$ cat src/lkvc_pkg.sv
// lkvc_pkg: types and constants shared by the LRU key-value cache.
// Holds the controller/datapath command and status structs and the field widths.
// No dependencies.
`default_nettype none

package lkvc_pkg;

  localparam int unsigned ENTRIES_DEF = 16;
  localparam int unsigned CAP_W       = 5;
  localparam int unsigned KEY_W       = 32;
  localparam int unsigned VAL_W       = 32;

  localparam logic [CAP_W-1:0] CAP_RESET = 5'd16;

  localparam logic KIND_GET = 1'b0;
  localparam logic KIND_PUT = 1'b1;

  // what the update cycle does to the store
  typedef enum logic [2:0] {
    ACT_NONE    = 3'd0,
    ACT_HIT_GET = 3'd1,
    ACT_HIT_PUT = 3'd2,
    ACT_INSERT  = 3'd3,
    ACT_EVICT   = 3'd4
  } act_e;

  typedef struct packed {
    logic load;  // capture the input item
    logic cmp;   // register the key and victim match vectors
    logic upd;   // apply act to ranks and stores, start RAM reads
    logic rsp;   // load the output register
    act_e act;
  } lkvc_cmd_t;

  typedef struct packed {
    logic hit;       // key present
    logic is_put;
    logic room;      // occupancy below the effective limit
    logic lim_zero;  // effective limit is zero
  } lkvc_stat_t;

endpackage

`default_nettype wire

$ cat src/lru_key_value_cache_top.sv
// lru_key_value_cache_top: fully associative key-value cache with LRU replacement.
// Joins lkvc_ctrl and lkvc_datapath. Uses lkvc_pkg.
//
//  channel  | direction | tdata (low bit up)          | tuser (low bit up)
//  s_axis   | in        | key[31:0], value[63:32]     | kind (0 get, 1 put)
//  m_axis   | out       | read_value[31:0],           | found[0], evicted[1]
//           |           | evicted_key[63:32]          |
//  cfg      | in        | capacity_limit on cfg_wdata_i, written when cfg_we_i is high
//
// An item goes through three steps: compare against every key cell, update ranks and
// stores, then register the result once the value/key RAM reads return.
// The next item is taken in the cycle its predecessor's result is loaded; none is
// taken while an item is in the compare or update step.
// A stalled m_axis holds one finished result; one more item is taken and then waits.
// Reset empties the cache and sets the capacity limit to 16; no clearing pass.
`default_nettype none

module lru_key_value_cache_top
  import lkvc_pkg::*;
#(
  parameter int unsigned ENTRIES = ENTRIES_DEF
) (
  input  wire logic             clk_i,
  input  wire logic             rst_ni,
  input  wire logic             cfg_we_i,
  input  wire logic [CAP_W-1:0] cfg_wdata_i,
  input  wire logic             s_axis_tvalid,
  output logic                  s_axis_tready,
  input  wire logic [63:0]      s_axis_tdata,   // key[31:0], value[63:32]
  input  wire logic             s_axis_tuser,   // kind
  output logic                  m_axis_tvalid,
  input  wire logic             m_axis_tready,
  output logic      [63:0]      m_axis_tdata,   // read_value[31:0], evicted_key[63:32]
  output logic      [1:0]       m_axis_tuser    // found[0], evicted[1]
);

  lkvc_cmd_t  cmd;
  lkvc_stat_t stat;
  logic             found, evicted;
  logic [VAL_W-1:0] read_value;
  logic [KEY_W-1:0] evicted_key;

  lkvc_ctrl u_ctrl (
    .clk_i       (clk_i),
    .rst_ni      (rst_ni),
    .in_valid_i  (s_axis_tvalid),
    .in_ready_o  (s_axis_tready),
    .out_valid_o (m_axis_tvalid),
    .out_ready_i (m_axis_tready),
    .stat_i      (stat),
    .cmd_o       (cmd)
  );

  lkvc_datapath #(
    .ENTRIES (ENTRIES)
  ) u_datapath (
    .clk_i             (clk_i),
    .rst_ni            (rst_ni),
    .cfg_we_i          (cfg_we_i),
    .cfg_wdata_i       (cfg_wdata_i),
    .in_kind_i         (s_axis_tuser),
    .in_key_i          (s_axis_tdata[KEY_W-1:0]),
    .in_value_i        (s_axis_tdata[KEY_W +: VAL_W]),
    .cmd_i             (cmd),
    .stat_o            (stat),
    .out_found_o       (found),
    .out_read_value_o  (read_value),
    .out_evicted_o     (evicted),
    .out_evicted_key_o (evicted_key)
  );

  assign m_axis_tdata = {evicted_key, read_value};
  assign m_axis_tuser = {evicted, found};

endmodule

`default_nettype wire

$ cat src/lkvc_ram.sv
// lkvc_ram: generic single-write, single-read RAM with registered read data.
// A read at the address being written returns the old contents. No dependencies.
`default_nettype none

module lkvc_ram #(
  parameter int unsigned WIDTH = 32,
  parameter int unsigned DEPTH = 16,
  parameter int unsigned AW    = (DEPTH > 1) ? $clog2(DEPTH) : 1
) (
  input  wire logic             clk_i,
  input  wire logic             we_i,
  input  wire logic [AW-1:0]    waddr_i,
  input  wire logic [WIDTH-1:0] wdata_i,
  input  wire logic             re_i,
  input  wire logic [AW-1:0]    raddr_i,
  output logic      [WIDTH-1:0] rdata_o
);

  logic [WIDTH-1:0] mem_q [DEPTH];
  logic [WIDTH-1:0] rdata_q;

  always_ff @(posedge clk_i) begin
    if (we_i) begin
      mem_q[waddr_i] <= wdata_i;
    end
    if (re_i) begin
      rdata_q <= mem_q[raddr_i];
    end
  end

  assign rdata_o = rdata_q;

endmodule

`default_nettype wire

$ cat src/lkvc_ctrl.sv
// lkvc_ctrl: sequencing state machine of the LRU cache.
// Runs the compare/update/respond steps and the stream handshakes. Uses lkvc_pkg.
`default_nettype none

module lkvc_ctrl
  import lkvc_pkg::*;
(
  input  wire logic       clk_i,
  input  wire logic       rst_ni,
  input  wire logic       in_valid_i,
  output logic            in_ready_o,
  output logic            out_valid_o,
  input  wire logic       out_ready_i,
  input  wire lkvc_stat_t stat_i,
  output lkvc_cmd_t       cmd_o
);

  typedef enum logic [3:0] {
    S_IDLE = 4'b0001,
    S_CMP  = 4'b0010,
    S_UPD  = 4'b0100,
    S_RSP  = 4'b1000
  } state_e;

  state_e state_q, state_d;
  logic   out_valid_q, out_valid_d;
  logic   out_free;
  logic   in_ready;
  act_e   act;

  assign out_free = !out_valid_q || out_ready_i;

  always_comb begin
    if (stat_i.hit) begin
      act = stat_i.is_put ? ACT_HIT_PUT : ACT_HIT_GET;
    end else if (!stat_i.is_put || stat_i.lim_zero) begin
      act = ACT_NONE;
    end else if (stat_i.room) begin
      act = ACT_INSERT;
    end else begin
      act = ACT_EVICT;
    end
  end

  always_comb begin
    state_d  = state_q;
    in_ready = 1'b0;
    cmd_o    = '{load: 1'b0, cmp: 1'b0, upd: 1'b0, rsp: 1'b0, act: act};
    unique case (state_q)
      S_IDLE: begin
        in_ready = 1'b1;
      end
      S_CMP: begin
        cmd_o.cmp = 1'b1;
        state_d   = S_UPD;
      end
      S_UPD: begin
        cmd_o.upd = 1'b1;
        state_d   = S_RSP;
      end
      S_RSP: begin
        if (out_free) begin
          cmd_o.rsp = 1'b1;
          in_ready  = 1'b1;
          state_d   = S_IDLE;
        end
      end
      default: state_d = S_IDLE;
    endcase
    if (in_ready && in_valid_i) begin
      cmd_o.load = 1'b1;
      state_d    = S_CMP;
    end
  end

  always_comb begin
    out_valid_d = out_valid_q;
    if (cmd_o.rsp) begin
      out_valid_d = 1'b1;
    end else if (out_ready_i) begin
      out_valid_d = 1'b0;
    end
  end

  always_ff @(posedge clk_i or negedge rst_ni) begin
    if (!rst_ni) begin
      state_q     <= S_IDLE;
      out_valid_q <= 1'b0;
    end else begin
      state_q     <= state_d;
      out_valid_q <= out_valid_d;
    end
  end

  assign in_ready_o  = in_ready;
  assign out_valid_o = out_valid_q;

  // a waiting result is never overwritten
  a_no_overwrite: assert property (@(posedge clk_i) disable iff (!rst_ni)
    (out_valid_q && !out_ready_i) |-> !cmd_o.rsp)
    else $error("result overwritten while waiting");

  // an accepted item always goes through compare next
  a_load_to_cmp: assert property (@(posedge clk_i) disable iff (!rst_ni)
    cmd_o.load |=> cmd_o.cmp)
    else $error("accepted item skipped compare");

  // the update step always follows compare
  a_cmp_to_upd: assert property (@(posedge clk_i) disable iff (!rst_ni)
    cmd_o.cmp |=> cmd_o.upd)
    else $error("compare not followed by update");

endmodule

`default_nettype wire

$ cat src/lkvc_datapath.sv
// lkvc_datapath: key cells, recency ranks, occupancy, value and key RAMs, result register.
// Driven by lkvc_ctrl commands. Uses lkvc_pkg and lkvc_ram.
`default_nettype none

module lkvc_datapath
  import lkvc_pkg::*;
#(
  parameter int unsigned ENTRIES = ENTRIES_DEF
) (
  input  wire logic             clk_i,
  input  wire logic             rst_ni,
  input  wire logic             cfg_we_i,
  input  wire logic [CAP_W-1:0] cfg_wdata_i,
  input  wire logic             in_kind_i,
  input  wire logic [KEY_W-1:0] in_key_i,
  input  wire logic [VAL_W-1:0] in_value_i,
  input  wire lkvc_cmd_t        cmd_i,
  output lkvc_stat_t            stat_o,
  output logic                  out_found_o,
  output logic [VAL_W-1:0]      out_read_value_o,
  output logic                  out_evicted_o,
  output logic [KEY_W-1:0]      out_evicted_key_o
);

  localparam int unsigned IDX_W = (ENTRIES > 1) ? $clog2(ENTRIES) : 1;
  localparam int unsigned OCC_W = $clog2(ENTRIES + 1);
  localparam int unsigned LIM_W = (OCC_W > CAP_W) ? OCC_W : CAP_W;

  logic [CAP_W-1:0] cap_q;
  logic             op_kind_q;
  logic [KEY_W-1:0] op_key_q;
  logic [VAL_W-1:0] op_val_q;
  logic [KEY_W-1:0] key_q  [ENTRIES];
  logic [IDX_W-1:0] rank_q [ENTRIES];
  logic [IDX_W-1:0] rank_d [ENTRIES];
  logic [OCC_W-1:0] occ_q, occ_d, occ_m1;
  logic [ENTRIES-1:0] valid, hit_vec_q, hit_vec_d, vic_vec_q, vic_vec_d;

  logic [LIM_W-1:0] cap_ext, lim;
  logic [IDX_W-1:0] hit_idx, hit_rank, vic_idx, sel_idx, old_rank;
  logic             touch, wr_key, wr_val;

  logic res_found_q, res_get_q, res_evict_q, res_hitget_q;
  logic [VAL_W-1:0] val_rdata;
  logic [KEY_W-1:0] key_rdata;
  logic             out_found_q, out_evicted_q;
  logic [VAL_W-1:0] out_read_value_q;
  logic [KEY_W-1:0] out_evicted_key_q;

  // entries fill from slot 0 upward and are never freed
  always_comb begin
    for (int i = 0; i < ENTRIES; i++) begin
      valid[i] = OCC_W'(i) < occ_q;
    end
  end

  assign occ_m1  = occ_q - OCC_W'(1);
  assign cap_ext = LIM_W'(cap_q);
  assign lim     = (cap_ext > LIM_W'(ENTRIES)) ? LIM_W'(ENTRIES) : cap_ext;

  // compare: one comparator per entry; the oldest valid entry holds rank occ-1
  always_comb begin
    for (int i = 0; i < ENTRIES; i++) begin
      hit_vec_d[i] = valid[i] && (key_q[i] == op_key_q);
      vic_vec_d[i] = valid[i] && (rank_q[i] == occ_m1[IDX_W-1:0]);
    end
  end

  // one-hot to index, AND-OR of the hit rank
  always_comb begin
    hit_idx  = '0;
    hit_rank = '0;
    vic_idx  = '0;
    for (int i = 0; i < ENTRIES; i++) begin
      if (hit_vec_q[i]) begin
        hit_idx  = hit_idx | IDX_W'(i);
        hit_rank = hit_rank | rank_q[i];
      end
      if (vic_vec_q[i]) begin
        vic_idx = vic_idx | IDX_W'(i);
      end
    end
  end

  assign stat_o.hit      = |hit_vec_q;
  assign stat_o.is_put   = (op_kind_q == KIND_PUT);
  assign stat_o.room     = LIM_W'(occ_q) < lim;
  assign stat_o.lim_zero = (lim == '0);

  always_comb begin
    sel_idx  = hit_idx;
    old_rank = hit_rank;
    touch    = 1'b0;
    wr_key   = 1'b0;
    wr_val   = 1'b0;
    occ_d    = occ_q;
    case (cmd_i.act)
      ACT_HIT_GET: begin
        touch = cmd_i.upd;
      end
      ACT_HIT_PUT: begin
        touch  = cmd_i.upd;
        wr_val = cmd_i.upd;
      end
      ACT_INSERT: begin
        sel_idx  = occ_q[IDX_W-1:0];
        old_rank = occ_q[IDX_W-1:0];
        touch    = cmd_i.upd;
        wr_key   = cmd_i.upd;
        wr_val   = cmd_i.upd;
        if (cmd_i.upd) begin
          occ_d = occ_q + OCC_W'(1);
        end
      end
      ACT_EVICT: begin
        sel_idx  = vic_idx;
        old_rank = occ_m1[IDX_W-1:0];
        touch    = cmd_i.upd;
        wr_key   = cmd_i.upd;
        wr_val   = cmd_i.upd;
      end
      default: ;
    endcase
  end

  // touched entry becomes rank 0; younger valid entries age by one
  always_comb begin
    for (int i = 0; i < ENTRIES; i++) begin
      rank_d[i] = rank_q[i];
      if (touch) begin
        if (sel_idx == IDX_W'(i)) begin
          rank_d[i] = '0;
        end else if (valid[i] && (rank_q[i] < old_rank)) begin
          rank_d[i] = rank_q[i] + IDX_W'(1);
        end
      end
    end
  end

  always_ff @(posedge clk_i or negedge rst_ni) begin
    if (!rst_ni) begin
      cap_q     <= CAP_RESET;
      occ_q     <= '0;
      hit_vec_q <= '0;
      vic_vec_q <= '0;
      for (int i = 0; i < ENTRIES; i++) begin
        rank_q[i] <= '0;
      end
    end else begin
      if (cfg_we_i) begin
        cap_q <= cfg_wdata_i;
      end
      if (cmd_i.cmp) begin
        hit_vec_q <= hit_vec_d;
        vic_vec_q <= vic_vec_d;
      end
      occ_q <= occ_d;
      for (int i = 0; i < ENTRIES; i++) begin
        rank_q[i] <= rank_d[i];
      end
    end
  end

  always_ff @(posedge clk_i) begin
    if (cmd_i.load) begin
      op_kind_q <= in_kind_i;
      op_key_q  <= in_key_i;
      op_val_q  <= in_value_i;
    end
    for (int i = 0; i < ENTRIES; i++) begin
      if (wr_key && (sel_idx == IDX_W'(i))) begin
        key_q[i] <= op_key_q;
      end
    end
    if (cmd_i.upd) begin
      res_found_q  <= |hit_vec_q;
      res_get_q    <= (op_kind_q == KIND_GET);
      res_evict_q  <= (cmd_i.act == ACT_EVICT);
      res_hitget_q <= (cmd_i.act == ACT_HIT_GET);
    end
    if (cmd_i.rsp) begin
      out_found_q       <= res_found_q;
      out_evicted_q     <= res_evict_q;
      out_read_value_q  <= res_hitget_q ? val_rdata : (res_get_q ? '1 : '0);
      out_evicted_key_q <= res_evict_q ? key_rdata : '0;
    end
  end

  lkvc_ram #(
    .WIDTH (VAL_W),
    .DEPTH (ENTRIES),
    .AW    (IDX_W)
  ) u_value_ram (
    .clk_i   (clk_i),
    .we_i    (wr_val),
    .waddr_i (sel_idx),
    .wdata_i (op_val_q),
    .re_i    (cmd_i.upd),
    .raddr_i (hit_idx),
    .rdata_o (val_rdata)
  );

  // mirror of the key cells, read at the victim (old contents on collision)
  lkvc_ram #(
    .WIDTH (KEY_W),
    .DEPTH (ENTRIES),
    .AW    (IDX_W)
  ) u_key_ram (
    .clk_i   (clk_i),
    .we_i    (wr_key),
    .waddr_i (sel_idx),
    .wdata_i (op_key_q),
    .re_i    (cmd_i.upd),
    .raddr_i (vic_idx),
    .rdata_o (key_rdata)
  );

  assign out_found_o       = out_found_q;
  assign out_read_value_o  = out_read_value_q;
  assign out_evicted_o     = out_evicted_q;
  assign out_evicted_key_o = out_evicted_key_q;

  a_occ_bound: assert property (@(posedge clk_i) disable iff (!rst_ni)
    LIM_W'(occ_q) <= LIM_W'(ENTRIES))
    else $error("occupancy above entry count");

  a_hit_unique: assert property (@(posedge clk_i) disable iff (!rst_ni)
    $onehot0(hit_vec_q))
    else $error("key present in more than one entry");

  a_victim_unique: assert property (@(posedge clk_i) disable iff (!rst_ni)
    (cmd_i.upd && cmd_i.act == ACT_EVICT) |-> $onehot(vic_vec_q))
    else $error("eviction without a single oldest entry");

  a_occ_insert: assert property (@(posedge clk_i) disable iff (!rst_ni)
    (cmd_i.upd && cmd_i.act == ACT_INSERT) |=> occ_q == $past(occ_q) + OCC_W'(1))
    else $error("insert did not grow occupancy");

endmodule

`default_nettype wire

$ cat config.mk
export PLATFORM = sky130hd
export DESIGN_NAME = lru_key_value_cache_top
export DESIGN_NICKNAME = d
export VERILOG_FILES = /design/src/lkvc_pkg.sv /design/src/lru_key_value_cache_top.sv /design/src/lkvc_ram.sv /design/src/lkvc_ctrl.sv /design/src/lkvc_datapath.sv
export SDC_FILE = /design/constraint.sdc
export NUM_CORES = 2
export LEC_CHECK = 0
export ABC_CLOCK_PERIOD_IN_PS = 26600
export BUFFER_PORTS_ARGS = -buffer_cell sky130_fd_sc_hd__buf_2
export CAP_MARGIN = 20
export CORE_MARGIN = 3
export CORE_UTILIZATION = 25
export CTS_BUF_LIST = sky130_fd_sc_hd__clkbuf_2
export DETAILED_ROUTE_END_ITERATION = 10
export PLACE_DENSITY = 0.37
export SLEW_MARGIN = 20
export SYNTH_ARGS = -nofsm -noshare
export SYNTH_HDL_FRONTEND = slang
export SYNTH_SLANG_ARGS = --single-unit
$ cat constraint.sdc
create_clock -name clk_i -period 26.6 [get_ports clk_i]
set_clock_uncertainty 0.05 [all_clocks]
set_input_delay 5.32 -clock clk_i [delete_from_list [all_inputs] [get_ports clk_i]]
set_output_delay 5.32 -clock clk_i [all_outputs]
set_load 0.01 [all_outputs]
==> results.md <==
* Worst reg2reg path depth at 8
* Yosys warning total at 0
* Port bufs at 142
* CTS clk-pin slew, worst paths at 110 ps
* Leak Pwr at 23.64 nW
* Worst slew margin at 0.1595
* Number of synthesized flops with an enable pin at 1223
* Post-route setup TNS at 0 ps
* Hold WC Path Type: flop to flop
* Gate count of the mapped netlist at 4588
* GRT Total Usage at 0.1753
* DR iter-0 viols at 3264
* Critical Path, Cell by Cell: buf_2 -> nor2b_1 -> nor2_1 -> mux2i_1 -> nor3_1 -> buf_2
* CP arrival at 6250 ps
* Total congestion overflow at 0
* Vias per cell at 4.782
* Ys async rst share at 0.08252
* Core footprint at 238100 sq um
* Critical Path Start Type: primary input
* Final Util at 0.2862
* Setup Viol. Count Final at 0
* Slew @ Worst Pin at 1248 ps
* Largest net degree at the start of global routing at 152
* Most common cell in the netlist: edfxtp_1
* Top_reg_cell synth: edfxtp_1
* Die Ht at 495.6 microns
* CTS Buffer Depth at 4
* Layout cells sized above 1 at 0.1840
* Final HPWL DP at 134200 microns
* Synth top area cells: edfxtp_1 61%, xor2_1 4.6%, nand2_1 4.6%
* CP max stage cell: nor2b_1
* Pwr dens at 67.42 nW/um^2
* Post-synth top area cell: edfxtp_1
* Vias at 40179
* Minimum clock period at 11620 ps
* Crit path top cell by count: buf_2
* First-pass GRT wire length at 309000 microns
* Clock sinks at 1333
* CTS root buffer: clkbuf_2
* Routed WL at 219900 microns
* GP Congestion at 0.8291
* Mapped Avg Cell Area at 13.06 sq um
* NumNets Final at 5106
* Synth cell count leaders: 1223 x edfxtp_1, 727 x nand2_1, 313 x xor2_1
* Register area share after synthesis at 0.6587
* DRC Markers at 0
* Setup Crit Path Kind: primary input to primary output
* First-pass DRT Iterations at 5
* Post-route ant nets at 0
* Slowest stage delay, CP at 330 ps
* Hold Path Stages at 0
* Initial antenna violation count at 9
* Status: complete, no violations
* Syn_nets at 4733
* RSZ-0062 raised after global routing: no
* CP Max Fanout at 5
* Count of cell types in the netlist at 68
* Synth Register Bits at 1333
* Final Hold Fails at 0
* Std-Cell Rows at 179
* Max Clk Rate at 0.08607 GHz
* Post-synthesis to final-layout area growth at 13.68%
* Initial Utilization at 0.2518
* Hold-fix buffers, CTS at 0
* Top cell type's share of synthesized area at 0.6127
* H-tree levels at 5
* DIE AREA at 245700 sq um
* Peak VDD IR at 0.03857 mV
* R2R setup slack at 21170 ps
* TritonCTS clock tree: yes
* Mapped cell area at 59940 sq um
* Number of buffers created by CTS at 400
* Worst skew pair latency at 1800 ps
* Max-cap violations at 0
* I/O Pins at 143
* CP endpoint kind: primary output
* Wire per inst at 26.17 microns
* Number of global-route vias before repair at 40387
* Chip Width at 495.6 microns
* Critical path data required time at 21230 ps
* Final period util at 0.4368
* Setup bufs post-CTS at 0
* Pins Over Slew Limit at 0
* Resized Gates After CTS at 0
## area by class of cell
| class | count | area (sq um) |
|---|---|---|
| repair buffers | 276 | 1788 |
| inverters | 30 | 112.6 |
| clock buffers | 585 | 2928 |
| fillers | 24666 | 169900 |
| well taps | 3167 | 3963 |
| multi-input cells | 2920 | 19490 |
| clock inverters | 78 | 334.1 |
| flip-flops and latches | 1333 | 39480 |
| diodes | 14 | 35.03 |
## routing by layer
metal  global-route usage  vias to the layer above  share of wire  wire, microns
li1                     -                    18238              -              -
met2               0.2695                     1179           0.45          98690
met4              0.05180                        0          0.025           5563
met3              0.03184                      347          0.052          11550
met1               0.2511                    20415           0.47         104100
met5                    0                        -              0              0
## sequential cells by signal, summed over array words and instances, names as in the netlist, 4 cells and up
register and flops:
u_datapath.vic_vec_q 15, u_datapath.occ_q 5, u_datapath.op_val_q 32, u_datapath.u_value_ram.mem_q 512, u_datapath.hit_vec_q 16, u_ctrl.state_q 4, u_datapath.u_value_ram.rdata_o 32, u_datapath.rank_q 64
u_datapath.key_q 465, u_datapath.op_key_q 32, u_datapath.out_evicted_key_o 32, u_datapath.u_key_ram.mem_q 47, u_datapath.u_key_ram.rdata_o 32, u_datapath.cap_ext 5, u_datapath.out_read_value_o 32
## cell usage in the layout (no fill, tap or decap), drive strengths merged, types with 108 or more instances in the layout
master	n
dfrtp	108
xor2	313
buf	276
a21oi	126
nand2	727
edfxtp	1223
clkbuf	585
o221ai	127
xnor2	289
o21ai	148
## per-stage QoR
| step | setup WS (ps) | hold slack (ps) | instances | total power, W | instance area [sq um] |
|---|---|---|---|---|---|
| final | 14980 | 403.7 | 8403 | 0.004594 | 68130 |
| after global routing | 14910 | 432.6 | 8394 | 0.004840 | 68110 |
| after CTS | 14960 | 435.8 | 8389 | 0.004698 | 68100 |
| after detailed placement | 14960 | 420.6 | 7726 | 0.003142 | 64840 |
| after global placement | 14900 | 418.6 | 7723 | 0.003140 | 64750 |
| after floorplan | 15380 | 350.3 | 4588 | 0.002844 | 59940 |
## logic make-up after synthesis
logic type | Yosys count | share of synthesized area
adders and majority gates | 70 | 0.01461
xor gates and xnor gates | 602 | 0.08797
and+or+nand+nor | 1332 | 0.1028
DFF | 1333 | 0.6587
muxes | 111 | 0.01862
AOI/OAI and AO/OA | 805 | 0.09561
buffers and inverters | 335 | 0.02165
## worst paths after layout
check,from,to
setup / recovery,m_axis_tready,s_axis_tready
hold / removal,u_datapath.res_found_q$_DFFE_PP_,u_datapath.out_found_o$_DFFE_PP_
setup reg to reg,u_datapath.vic_vec_q[5]$_DFFE_PN0N_,u_datapath.u_value_ram.mem_q[14][9]$_DFFE_PP_
hold reg to reg,u_datapath.res_found_q$_DFFE_PP_,u_datapath.out_found_o$_DFFE_PP_
max in group asynchronous,rst_ni,u_datapath.hit_vec_q[4]$_DFFE_PN0N_
min in group asynchronous,rst_ni,u_datapath.rank_q[53]$_DFFE_PN0P_
## report_power, final
group          internal [W]  leakage (nW)  total [W]  switching [W]
clock network      0.000587          2.60    0.00151       0.000923
registers           0.00241          12.5    0.00248      0.0000716
logic              0.000171          8.51   0.000603       0.000432
## worst max-delay path, delay by kind of cell
family | cells | cell delay [ps]
buf+inv | 2 | 250
mux | 1 | 160
simple gates | 3 | 520
Power figures use the tool's default switching activity.
